## src/hdl/adcwm_pkg.sv

```systemverilog
package adcwm_pkg;

	// Sample and window widths
	localparam int unsigned ADC_BITS    = 12;
	localparam int unsigned SAMPLE_W    = 13;
	localparam int unsigned CNT_W       = 11;
	localparam int unsigned ACC_W       = 22;
	localparam int unsigned MAX_SAMPLES = 1024;
	localparam int unsigned VOLT_W      = 16;

	// Configuration register indexes
	localparam int unsigned CFG_IDX_W = 1;
	localparam int unsigned CFG_W     = 11;
	localparam logic [CFG_IDX_W-1:0] REG_ENABLE  = 1'd0;
	localparam logic [CFG_IDX_W-1:0] REG_WIN_LEN = 1'd1;
	localparam logic [CFG_W-1:0]     WIN_LEN_RST = 11'd64;

	// Calibration polynomial scaled by 1e10:
	// mV = (C1*K - C2mag*K^2 + C0 + SCALE/2) / SCALE
	localparam int unsigned PROD_W = 33;
	localparam int unsigned TERM_W = 37;
	localparam int unsigned NUM_W  = 49;
	localparam int unsigned DIVS_W = 34;
	localparam logic [20:0]       POLY_C2_MAG  = 21'd1604208;
	localparam logic [TERM_W-1:0] POLY_C1      = 37'd119180700000;
	localparam logic [42:0]       POLY_C0_HALF = 43'd6029925000000;
	localparam logic [DIVS_W-1:0] MV_SCALE     = 34'd10000000000;

	// Window-end request into the arithmetic unit
	typedef struct packed {
		logic                start;
		logic [ACC_W-1:0]    acc;
		logic [CNT_W-1:0]    count;
		logic [ADC_BITS-1:0] span;
	} calc_req_t;

	// Finished window result
	typedef struct packed {
		logic                done;
		logic [ADC_BITS-1:0] mean;
		logic [ADC_BITS-1:0] span;
		logic [VOLT_W-1:0]   voltage;
	} calc_res_t;

endpackage

```

## src/hdl/adcwm_calc.sv

```systemverilog
module adcwm_calc (
	input  logic                 clk,
	input  logic                 arst_n,
	input  adcwm_pkg::calc_req_t req,
	input  logic                 ack,
	output adcwm_pkg::calc_res_t res
);
	import adcwm_pkg::*;

	typedef enum logic [6:0] {
		C_IDLE = 7'b0000001,
		C_DIV  = 7'b0000010,
		C_MUL1 = 7'b0000100,
		C_MUL2 = 7'b0001000,
		C_ADD  = 7'b0010000,
		C_VDIV = 7'b0100000,
		C_DONE = 7'b1000000
	} calc_state_t;

	calc_state_t         state_q;
	logic [3:0]          step_q;
	logic [CNT_W-1:0]    rem_q;
	logic [ADC_BITS-1:0] dq_q;
	logic [CNT_W-1:0]    div_q;
	logic [ADC_BITS-1:0] span_q;
	logic [ADC_BITS-1:0] mean_q;
	logic [ADC_BITS-1:0] kmul_q;
	logic [PROD_W-1:0]   prod_q;
	logic [TERM_W-1:0]   term_q;
	logic [NUM_W-1:0]    num_q;
	logic [DIVS_W-1:0]   vrem_q;
	logic [VOLT_W-1:0]   vq_q;

	logic [CNT_W:0]      trial;
	logic                qbit;
	logic [CNT_W-1:0]    rem_nx;
	logic [ADC_BITS-1:0] dq_nx;
	logic [PROD_W-1:0]   prod_nx;
	logic [NUM_W-1:0]    num_nx;
	logic [NUM_W-1:0]    num_biased;
	logic [DIVS_W:0]     vtrial;
	logic                vbit;
	logic [DIVS_W-1:0]   vrem_nx;

	// Mean divide: one quotient bit per cycle, restoring
	always_comb begin
		trial  = {rem_q, dq_q[ADC_BITS-1]};
		qbit   = (trial >= {1'b0, div_q});
		rem_nx = qbit ? CNT_W'(trial - {1'b0, div_q}) : CNT_W'(trial);
		dq_nx  = {dq_q[ADC_BITS-2:0], qbit};
	end

	// Shift-add multiply, one multiplier bit per cycle, MSB first
	always_comb begin
		prod_nx    = {prod_q[PROD_W-2:0], 1'b0}
			+ (kmul_q[ADC_BITS-1] ? PROD_W'(POLY_C2_MAG) : '0);
		num_nx     = {num_q[NUM_W-2:0], 1'b0}
			+ (kmul_q[ADC_BITS-1] ? NUM_W'(term_q) : '0);
		num_biased = num_q + NUM_W'(POLY_C0_HALF);
	end

	// Millivolt divide by the scale: one quotient bit per cycle
	always_comb begin
		vtrial  = {vrem_q, vq_q[VOLT_W-1]};
		vbit    = (vtrial >= {1'b0, MV_SCALE});
		vrem_nx = vbit ? DIVS_W'(vtrial - {1'b0, MV_SCALE}) : DIVS_W'(vtrial);
	end

	// Sequence the phases
	always_ff @(posedge clk or negedge arst_n) begin
		if (!arst_n) begin
			state_q <= C_IDLE;
			step_q  <= '0;
		end else begin
			case (state_q)
				C_IDLE: begin
					if (req.start) begin
						state_q <= C_DIV;
						step_q  <= 4'(ADC_BITS - 1);
					end
				end
				C_DIV: begin
					step_q <= step_q - 4'd1;
					if (step_q == 4'd0) begin
						state_q <= C_MUL1;
						step_q  <= 4'(ADC_BITS - 1);
					end
				end
				C_MUL1: begin
					step_q <= step_q - 4'd1;
					if (step_q == 4'd0) begin
						state_q <= C_MUL2;
						step_q  <= 4'(ADC_BITS - 1);
					end
				end
				C_MUL2: begin
					step_q <= step_q - 4'd1;
					if (step_q == 4'd0) begin
						state_q <= C_ADD;
					end
				end
				C_ADD: begin
					state_q <= C_VDIV;
					step_q  <= 4'(VOLT_W - 1);
				end
				C_VDIV: begin
					step_q <= step_q - 4'd1;
					if (step_q == 4'd0) begin
						state_q <= C_DONE;
					end
				end
				C_DONE: begin
					if (ack) begin
						state_q <= C_IDLE;
					end
				end
				default: begin
					state_q <= C_IDLE;
				end
			endcase
		end
	end

	// Datapath shift registers
	always_ff @(posedge clk) begin
		case (state_q)
			C_IDLE: begin
				if (req.start) begin
					rem_q  <= CNT_W'(req.acc[ACC_W-1:ADC_BITS]);
					dq_q   <= req.acc[ADC_BITS-1:0];
					div_q  <= req.count;
					span_q <= req.span;
				end
			end
			C_DIV: begin
				rem_q <= rem_nx;
				dq_q  <= dq_nx;
				if (step_q == 4'd0) begin
					mean_q <= dq_nx;
					kmul_q <= dq_nx;
					prod_q <= '0;
				end
			end
			C_MUL1: begin
				prod_q <= prod_nx;
				kmul_q <= {kmul_q[ADC_BITS-2:0], 1'b0};
				if (step_q == 4'd0) begin
					term_q <= POLY_C1 - TERM_W'(prod_nx);
					kmul_q <= mean_q;
					num_q  <= '0;
				end
			end
			C_MUL2: begin
				num_q  <= num_nx;
				kmul_q <= {kmul_q[ADC_BITS-2:0], 1'b0};
			end
			C_ADD: begin
				// Polynomial stays positive over the sample range; quotient fits 16 bits
				vrem_q <= DIVS_W'(num_biased[NUM_W-1:VOLT_W]);
				vq_q   <= num_biased[VOLT_W-1:0];
			end
			C_VDIV: begin
				vrem_q <= vrem_nx;
				vq_q   <= {vq_q[VOLT_W-2:0], vbit};
			end
			default: begin
			end
		endcase
	end

	assign res.done    = (state_q == C_DONE);
	assign res.mean    = mean_q;
	assign res.span    = span_q;
	assign res.voltage = vq_q;

endmodule

```

## src/hdl/adc_window_mean_span_voltage_top.sv

```systemverilog
// Channel | Direction | Handshake          | Payload
// in      | input     | in_valid/in_stall   | sample
// out     | output    | out_valid/out_stall | mean_raw, span_raw, voltage_mv
// cfg     | input     | cfg_we              | cfg_index, cfg_data
//
// A sample that does not close a window is taken at once; the next may follow straight after it.
// A window-closing sample starts the serial unit: a restoring divide for the mean, a two-pass
// shift-add multiply, an offset add and a scale divide, then the hand-off; in_stall stays high
// throughout, and longer while an earlier result is still held by out_stall.
// The result sits in an output register, so the next window runs while it waits on out_stall.
// arst_n clears window state, configuration (enable 0, window length 64) and out_valid.
module adc_window_mean_span_voltage_top (
	input  logic                                     clk,
	input  logic                                     arst_n,
	input  logic                                     in_valid,
	output logic                                     in_stall,
	input  logic signed [adcwm_pkg::SAMPLE_W-1:0]    sample,
	output logic                                     out_valid,
	input  logic                                     out_stall,
	output logic [adcwm_pkg::ADC_BITS-1:0]           mean_raw,
	output logic [adcwm_pkg::ADC_BITS-1:0]           span_raw,
	output logic [adcwm_pkg::VOLT_W-1:0]             voltage_mv,
	input  logic                                     cfg_we,
	input  logic [adcwm_pkg::CFG_IDX_W-1:0]          cfg_index,
	input  logic [adcwm_pkg::CFG_W-1:0]              cfg_data
);
	import adcwm_pkg::*;

	typedef enum logic [1:0] {
		S_IDLE = 2'b01,
		S_CALC = 2'b10
	} top_state_t;

	top_state_t          state_q;
	logic                enable_q;
	logic [CFG_W-1:0]    win_len_q;
	logic [ACC_W-1:0]    acc_q;
	logic [CNT_W-1:0]    cnt_q;
	logic [ADC_BITS-1:0] min_q;
	logic [ADC_BITS-1:0] max_q;
	logic                primed_q;
	logic                out_valid_q;
	logic [ADC_BITS-1:0] mean_q;
	logic [ADC_BITS-1:0] span_q;
	logic [VOLT_W-1:0]   volt_q;

	logic                in_take;
	logic [ADC_BITS-1:0] k;
	logic [ACC_W-1:0]    acc_nx;
	logic [CNT_W-1:0]    cnt_nx;
	logic [ADC_BITS-1:0] min_nx;
	logic [ADC_BITS-1:0] max_nx;
	logic [CNT_W-1:0]    win_len;
	logic                close;
	logic                load_out;
	calc_req_t           req;
	calc_res_t           res;

	assign in_stall = (state_q != S_IDLE);
	assign in_take  = in_valid && !in_stall;

	// Clamp the sample and form the next window statistics
	always_comb begin
		k      = sample[SAMPLE_W-1] ? '0 : sample[ADC_BITS-1:0];
		acc_nx = acc_q + ACC_W'(k);
		cnt_nx = cnt_q + CNT_W'(1);
		min_nx = (k < min_q) ? k : min_q;
		max_nx = (k > max_q) ? k : max_q;
		if (win_len_q == '0) begin
			win_len = CNT_W'(1);
		end else if (win_len_q > CNT_W'(MAX_SAMPLES)) begin
			win_len = CNT_W'(MAX_SAMPLES);
		end else begin
			win_len = win_len_q;
		end
		close = enable_q && primed_q && (cnt_nx >= win_len);
	end

	assign req.start = in_take && close;
	assign req.acc   = acc_nx;
	assign req.count = cnt_nx;
	assign req.span  = max_nx - min_nx;

	adcwm_calc u_calc (
		.clk    (clk),
		.arst_n (arst_n),
		.req    (req),
		.ack    (load_out),
		.res    (res)
	);

	assign load_out = (state_q == S_CALC) && res.done && (!out_valid_q || !out_stall);

	// Configuration writes
	always_ff @(posedge clk or negedge arst_n) begin
		if (!arst_n) begin
			enable_q  <= 1'b0;
			win_len_q <= WIN_LEN_RST;
		end else if (cfg_we) begin
			case (cfg_index)
				REG_ENABLE:  enable_q  <= cfg_data[0];
				REG_WIN_LEN: win_len_q <= cfg_data;
				default: begin
				end
			endcase
		end
	end

	// Window state: drop the priming read, accumulate, clear at window end or when off
	always_ff @(posedge clk or negedge arst_n) begin
		if (!arst_n) begin
			state_q  <= S_IDLE;
			acc_q    <= '0;
			cnt_q    <= '0;
			min_q    <= '1;
			max_q    <= '0;
			primed_q <= 1'b0;
		end else begin
			case (state_q)
				S_IDLE: begin
					if (in_take) begin
						if (!enable_q || close) begin
							acc_q    <= '0;
							cnt_q    <= '0;
							min_q    <= '1;
							max_q    <= '0;
							primed_q <= 1'b0;
							if (close) begin
								state_q <= S_CALC;
							end
						end else if (!primed_q) begin
							primed_q <= 1'b1;
						end else begin
							acc_q <= acc_nx;
							cnt_q <= cnt_nx;
							min_q <= min_nx;
							max_q <= max_nx;
						end
					end
				end
				S_CALC: begin
					if (load_out) begin
						state_q <= S_IDLE;
					end
				end
				default: begin
					state_q <= S_IDLE;
				end
			endcase
		end
	end

	// Output register: hold the transaction until taken
	always_ff @(posedge clk or negedge arst_n) begin
		if (!arst_n) begin
			out_valid_q <= 1'b0;
		end else if (load_out) begin
			out_valid_q <= 1'b1;
		end else if (!out_stall) begin
			out_valid_q <= 1'b0;
		end
	end

	always_ff @(posedge clk) begin
		if (load_out) begin
			mean_q <= res.mean;
			span_q <= res.span;
			volt_q <= res.voltage;
		end
	end

	assign out_valid  = out_valid_q;
	assign mean_raw   = mean_q;
	assign span_raw   = span_q;
	assign voltage_mv = volt_q;

endmodule
```

## config.mk

```make
export PLATFORM = sky130hd
export DESIGN_NAME = adc_window_mean_span_voltage_top
export DESIGN_NICKNAME = d
export VERILOG_FILES = /design/src/hdl/adcwm_pkg.sv /design/src/hdl/adcwm_calc.sv /design/src/hdl/adc_window_mean_span_voltage_top.sv
export SDC_FILE = /design/constraint.sdc
export NUM_CORES = 1
export LEC_CHECK = 0
export ABC_AREA = 1
export BUFFER_PORTS_ARGS = -buffer_cell sky130_fd_sc_hd__buf_2
export CORE_UTILIZATION = 45
export CTS_CLUSTER_DIAMETER = 40
export CTS_CLUSTER_SIZE = 24
export DETAILED_ROUTE_END_ITERATION = 10
export SKIP_CTS_REPAIR_TIMING = 1
export SLEW_MARGIN = 40
export SYNTH_ARGS = -nofsm -noshare
export SYNTH_HDL_FRONTEND = slang
export SYNTH_SLANG_ARGS = --single-unit
```

## constraint.sdc

```tcl
create_clock -name clk -period 15.62 [get_ports clk]
set_clock_uncertainty 0.2 [all_clocks]
set_input_delay 1.562 -clock clk [delete_from_list [all_inputs] [get_ports clk]]
set_output_delay 1.562 -clock clk [all_outputs]
set_load 0.1 [all_outputs]
```

==> flow_summary.yaml, run 1 <==
status:
  run_status: "finished, final reports clean"
cts:
  clock-sinks: 347
  clk_pin_slew_ps: 60
  cts_root_buffer: "clkbuf_16"
  clk_path_buf_depth: 3
  clkLatencyLatePin_ps: 590
  cts_inserted_buffers: 67
  cts_tree: "built"
  h-tree-depth: 3
logic_synthesis:
  async_reset_ff_share_pct: 24.2
  ys_seq_area_share_pct: 43.3
  syn_inst: 2963
  ys.flop_type: "edfxtp_1"
  synth-seq-cells: 347
  synth_simple_gate_area_share_pct: 24.9
  synth_xor_area_share_pct: 3.31
  synth_nets: 3111
  yosysWarnings: 0
  syn_area_um2: 23100
  synth-edff-count: 263
  synthAdderAreaFrac_pct: 6.54
  synth.avg_cell_area_um2: 7.81
  synth_top_family_by_area: "simple AND/OR/NAND/NOR gates"
  synth_cell_types: 62
  muxShareOfSynthArea_pct: 0.525
  synth_compound_area_share_pct: 13.5
power:
  p_sw_share_pct: 29.8
  p_clk_share_pct: 46.1
  power_density_nw_per_um2: 120
  seq_power_share_pct: 35.1
  combPwrFrac_pct: 18.8
  intPower_w: 0.00224
  switchingPower_w: 0.000951
  cellLeakagePower_nw: 12.0
  peakVddDrop_mv: 0.111
route:
  drc_errors: 0
  firstDrtPassIters: 6
  viasPerCell: 5.38
  dr.first_iter.drc_count: 1731
  wl_um: 65100
  drtAntennaViolNets: 0
  vias: 20372
  wl_per_cell_um: 17.2
floorplan:
  dieArea_um2: 52300
  die_x_um: 229
  initial_utilization_pct: 45.8
  num_rows: 82
  core_area_um2: 50500
  die_h_um: 229
  num_io_pins: 72
sta:
  relSlewSlack_pct: 44.7
  finalSetupViolCount: 0
  min_period_ps: 5030
  final_max_slew_viol_count: 0
  hold_violations: 0
  max_freq_ghz: 0.199
  tns_ps: 0
  hold_slack_ps: 214
  worst_slack_ps: 10590
  worstMarginPinSlew_ps: 825
  rsz0062_at_grt: "no"
  min_period_over_period_pct: 32.2
critical_path:
  crit_fanout: 24
  worstPathArrival_ps: 5170
  critPathKind: "primary input to register"
  worstSetupStartpointType: "primary input"
  worstPathRequired_ps: 15770
  cp-end-kind: "register"
cells_and_area:
  utilization_pct: 52.8
  nets: 3210
  syn_to_final_growth_pct: 15.2
  layout-drive-gt1-share_pct: 9.53
  n_antenna_cell: 0
  fill_cells: 4880
global_route:
  grt_max_degree: 71
  busiest_layer: "met2"
  met3_usage_pct: 3.93
  grt_pass1_wl_um: 104000
  grt_pass1_vias: 19614
  grt_antenna_before_repair: 0
  met2_usage_pct: 39.9
  grt-ovfl-total: 0
  grt_usage_pct: 24.8
  met1_usage_pct: 34.3
run:
  drv_cap: 0
placement:
  finalWeightedCongestion: 0.959
  pre_cts_ws_ps: 10020
  dp_hpwl_um: 49200
  io_buffers: 71
min_path:
  hold_path.class: "register to register"
[cells by family after synthesis]
group | Yosys count
AOI/OAI and AO/OA | 549
xor gates and xnor gates | 85
adders and majority gates | 118
buffers and inverters | 488
DFF | 347
muxes | 11
and+or+nand+nor | 1365
[state kept, by name, indices dropped and copies added, names as in the netlist, 12 cells and up]
name / flops
u_calc.vrem_q: 34
u_calc.num_q: 45
max_q: 12
u_calc.prod_q: 28
voltage_mv: 16
mean_raw: 12
u_calc.vq_q: 16
u_calc.term_q: 30
min_q: 12
u_calc.span_q: 12
u_calc.kmul_q: 12
acc_q: 22
u_calc.mean_q: 12
u_calc.dq_q: 12
span_raw: 12
[power groups by stage]
stage          clock (W)  sequential [W]  combinational, W
2_1_floorplan          0         0.00112          0.000448
3_3_place_gp           0         0.00113          0.000590
3_5_place_dp           0         0.00114          0.000599
4_1_cts          0.00150         0.00112          0.000602
5_1_grt          0.00154         0.00113          0.000685
6_report         0.00147         0.00112          0.000601
[worst max-delay path, cell delays in order]
cell and delay (ps):
buf_2 90, inv_1 290, nand2_1 130, inv_1 160
ha_1 280, a21oi_1 130, o21ai_0 90, nor2_1 300
nand2_1 550, o21ai_0 520, inv_1 110, ha_1 280
a21oi_1 140, nand2_1 80, and2_1 180, nand3_1 100
nand3_1 70, nand2_1 60, nand2_1 40
[metrics by stage]
step	instances	instance area [um^2]	power [W]
global route	3788	26700	0.00335
CTS	3788	26600	0.00322
global placement	3664	24300	0.00172
finish	3788	26700	0.00319
detailed placement	3665	24300	0.00173
floorplan	2963	23100	0.00157
[synth_stat cells (21+ instances only)]
master    count  area (um^2)
nand2_1     696         2610
inv_1       419         1570
nor2_1      331         1240
edfxtp_1    263         7900
o21ai_0     219         1100
nand3_1     172          861
a21oi_1     171          856
ha_1        113         1410
dfrtp_1      69         1730
xor2_1       63          552
nand4_1      48          300
clkbuf_1     43          161
nor3_1       41          205
a31oi_1      29          181
nand2_2      21          131
[cell usage in the layout, fill, tap and decap left out, types with 63 or more instances in the layout]
cell type / instances
buf_2: 70
clkbuf_16: 68
nand3_1: 172
dfrtp_1: 69
ha_1: 113
nand2_1: 695
a21oi_1: 170
inv_1: 417
xor2_1: 63
edfxtp_1: 263
nor2_1: 324
o21ai_0: 217
[area by class of cell]
| cell class | instances | area, um^2 | share of cell area (%) |
|---|---|---|---|
| well taps | 672 | 841 | 3.15 |
| inverters | 431 | 1620 | 6.07 |
| flip-flops and latches | 347 | 10000 | 37.6 |
| clock inverters | 48 | 564 | 2.12 |
| repair buffers | 87 | 502 | 1.88 |
| multi-input cells | 2128 | 11400 | 42.6 |
| clock buffers | 75 | 1760 | 6.60 |
[layer usage]
layer,vias up,share of wire [%]
met5,-,0
met4,0,2.6
met3,101,5.3
met2,593,45
met1,9497,47
li1,10181,-
[worst paths after layout]
kind                              startpoint                 to  slack [ps]  depth (start not counted)
setup / recovery                  sample[12]  u_calc.span_q[11]       10590                         19
hold / removal              u_calc.span_q[7]        span_raw[7]         210                          0
setup reg to reg           u_calc.kmul_q[11]   u_calc.num_q[45]       11380                         18
hold reg to reg             u_calc.span_q[7]        span_raw[7]         210                          0
max in group asynchronous             arst_n   u_calc.step_q[0]       13630                          2
min in group asynchronous             arst_n           acc_q[1]         630                          1
Power figures use the tool's default switching activity.
==> run 2, diff against run 1 <==
clock period = 5.22 ns   (was 15.62 ns; I/O delays follow)
==> flow_summary.yaml, run 2 (synthesized netlist as in run 1, its figures left out) <==
sta:
  relSlewSlack_pct: 49.5
  min_period_ps: 4250
  hold_slack_ps: -7.23
  tns_ps: 0
  hold_violations: 2
  final_max_slew_viol_count: 0
  max_freq_ghz: 0.235
  min_period_over_period_pct: 81.4
  finalSetupViolCount: 0
  worstMarginPinSlew_ps: 750
  rsz0062_at_grt: "no"
route:
  vias: 20419
  wl_per_cell_um: 17.2
  viasPerCell: 5.36
  drtAntennaViolNets: 0
  firstDrtPassIters: 5
  wl_um: 65400
  drc_errors: 0
  dr.first_iter.drc_count: 1584
placement:
  dp_hpwl_um: 49100
  io_buffers: 71
  finalWeightedCongestion: 0.934
  place_area_um2: 24300
cts:
  cts_root_buffer: "clkbuf_16"
  h-tree-depth: 3
  clock-sinks: 347
  clk_pin_slew_ps: 50
  cts_tree: "built"
  clkLatencyLatePin_ps: 620
  clk_path_buf_depth: 3
  cts_inserted_buffers: 70
power:
  p_clk_share_pct: 47.4
  switchingPower_w: 0.00307
  power_w: 0.00982
  seq_power_share_pct: 34.1
  intPower_w: 0.00675
  combPwrFrac_pct: 18.5
  cellLeakagePower_nw: 12.1
  power_density_nw_per_um2: 365
  p_sw_share_pct: 31.3
  peakVddDrop_mv: 0.309
critical_path:
  critPathSlowestCell: "nor2_2"
  reg2reg_to: "u_calc.span_q[11]"
  crit_buf_inv: 2
  crit_fanout: 12
  worstPathArrival_ps: 4350
  cp-end-kind: "register"
  cpMostUsedCell: "nand3_1"
  path_delay_family: "simple AND/OR/NAND/NOR gates"
  rrSetupSlack_ps: 970
  worstSetupStartpointType: "register"
  reg2reg_from: "cnt_q[0]"
  crit_chain: "ha_1, nand3_1, nor3_1, inv_1, nor2_1, nand4_1, xnor2_1, ha_1, nand2_1, nor2_1, nand3_1, nand3_1, o211ai_1, or2_2, nor2_2, buf_4"
  critPathKind: "register to register"
  worstPathRequired_ps: 5320
  r2r_cells: 16
  path_depth: 16
  cpPeakStageDelay_ps: 550
cells_and_area:
  layout_common_cells: "nand2_1 (695), inv_1 (417), nor2_1 (325)"
  fill_cells: 4769
  final_common_cell: "nand2_1"
  syn_to_final_growth_pct: 16.5
  regMostFlops: "u_calc.num_q"
  seq_area_um2: 10000
  nets: 3231
  multi_input_area_um2: 11300
  largest_reg_flops: 45
  n_antenna_cell: 0
  layout-drive-gt1-share_pct: 9.87
  reg_top3: "u_calc.num_q (45), u_calc.vrem_q (34), u_calc.term_q (30)"
  utilization_pct: 53.4
  design_area_um2: 26900
floorplan:
  die_h_um: 229
  dieArea_um2: 52300
  num_rows: 82
  core_area_um2: 50500
  initial_utilization_pct: 45.8
  num_io_pins: 72
  die_x_um: 229
min_path:
  whs_path_depth: 3
  hp-start: "cfg_data[10]"
  hold_path.class: "primary input to register"
  holdPathEnd: "win_len_q[10]"
global_route:
  grt_antenna_before_repair: 0
  grt_pass1_vias: 19799
  grt_pass1_wl_um: 104000
  grt_max_degree: 70
  grt-ovfl-total: 0
  grt_usage_pct: 25.0
status:
  run_status: "finished, violations left"
  violations: "negative hold slack"
run:
  drv_cap: 0
[run 2: worst max-delay path by stage]
stage,start,to,slack (ps)
2_1_floorplan,cnt_q[0],u_calc.dq_q[0],550
3_3_place_gp,sample[12],u_calc.span_q[11],710
3_5_place_dp,sample[12],u_calc.span_q[8],690
4_1_cts,cnt_q[0],u_calc.span_q[11],930
5_1_grt,cnt_q[0],u_calc.span_q[11],600
6_report,cnt_q[0],u_calc.span_q[11],970
[run 2: power groups by stage]
stage               sequential, W  combinational, W  clock, W
finish                    0.00335           0.00182   0.00466
global route              0.00337           0.00207   0.00486
CTS                       0.00335           0.00180   0.00475
detailed placement        0.00340           0.00179         0
global placement          0.00340           0.00177         0
floorplan                 0.00335           0.00134         0
[run 2: final cells by class]
type                            count  share of cell area [%]
Inverter                          431                    6.00
Multi-Input combinational cell   2128                    42.1
Clock buffer                       77                    6.76
Clock inverter                     52                    2.45
Timing Repair Buffer              105                    2.44
Sequential cell                   347                    37.2
Tap cell                          672                    3.12
[run 2: worst min-delay path, cell delays in order]
cell,delay (ps)
buf_2,90
nor2_1,40
a21oi_1,100
[run 2: layer usage]
| metal | vias to the layer above | GRT usage [%] | part of all wire (%) |
|---|---|---|---|
| met5 | - | 0 | 0 |
| met4 | 0 | 8.87 | 2.8 |
| met3 | 102 | 3.54 | 5.4 |
| met2 | 560 | 40.7 | 46 |
| met1 | 9532 | 34.0 | 46 |
| li1 | 10225 | - | - |
[run 2: metrics by stage]
| step | setup slack [ps] | std cells |
|---|---|---|
| floorplan | 554 | 2963 |
| global placement | 709 | 3669 |
| detailed placement | 694 | 3670 |
| CTS | 930 | 3799 |
| global route | 599 | 3812 |
| finish | 970 | 3812 |
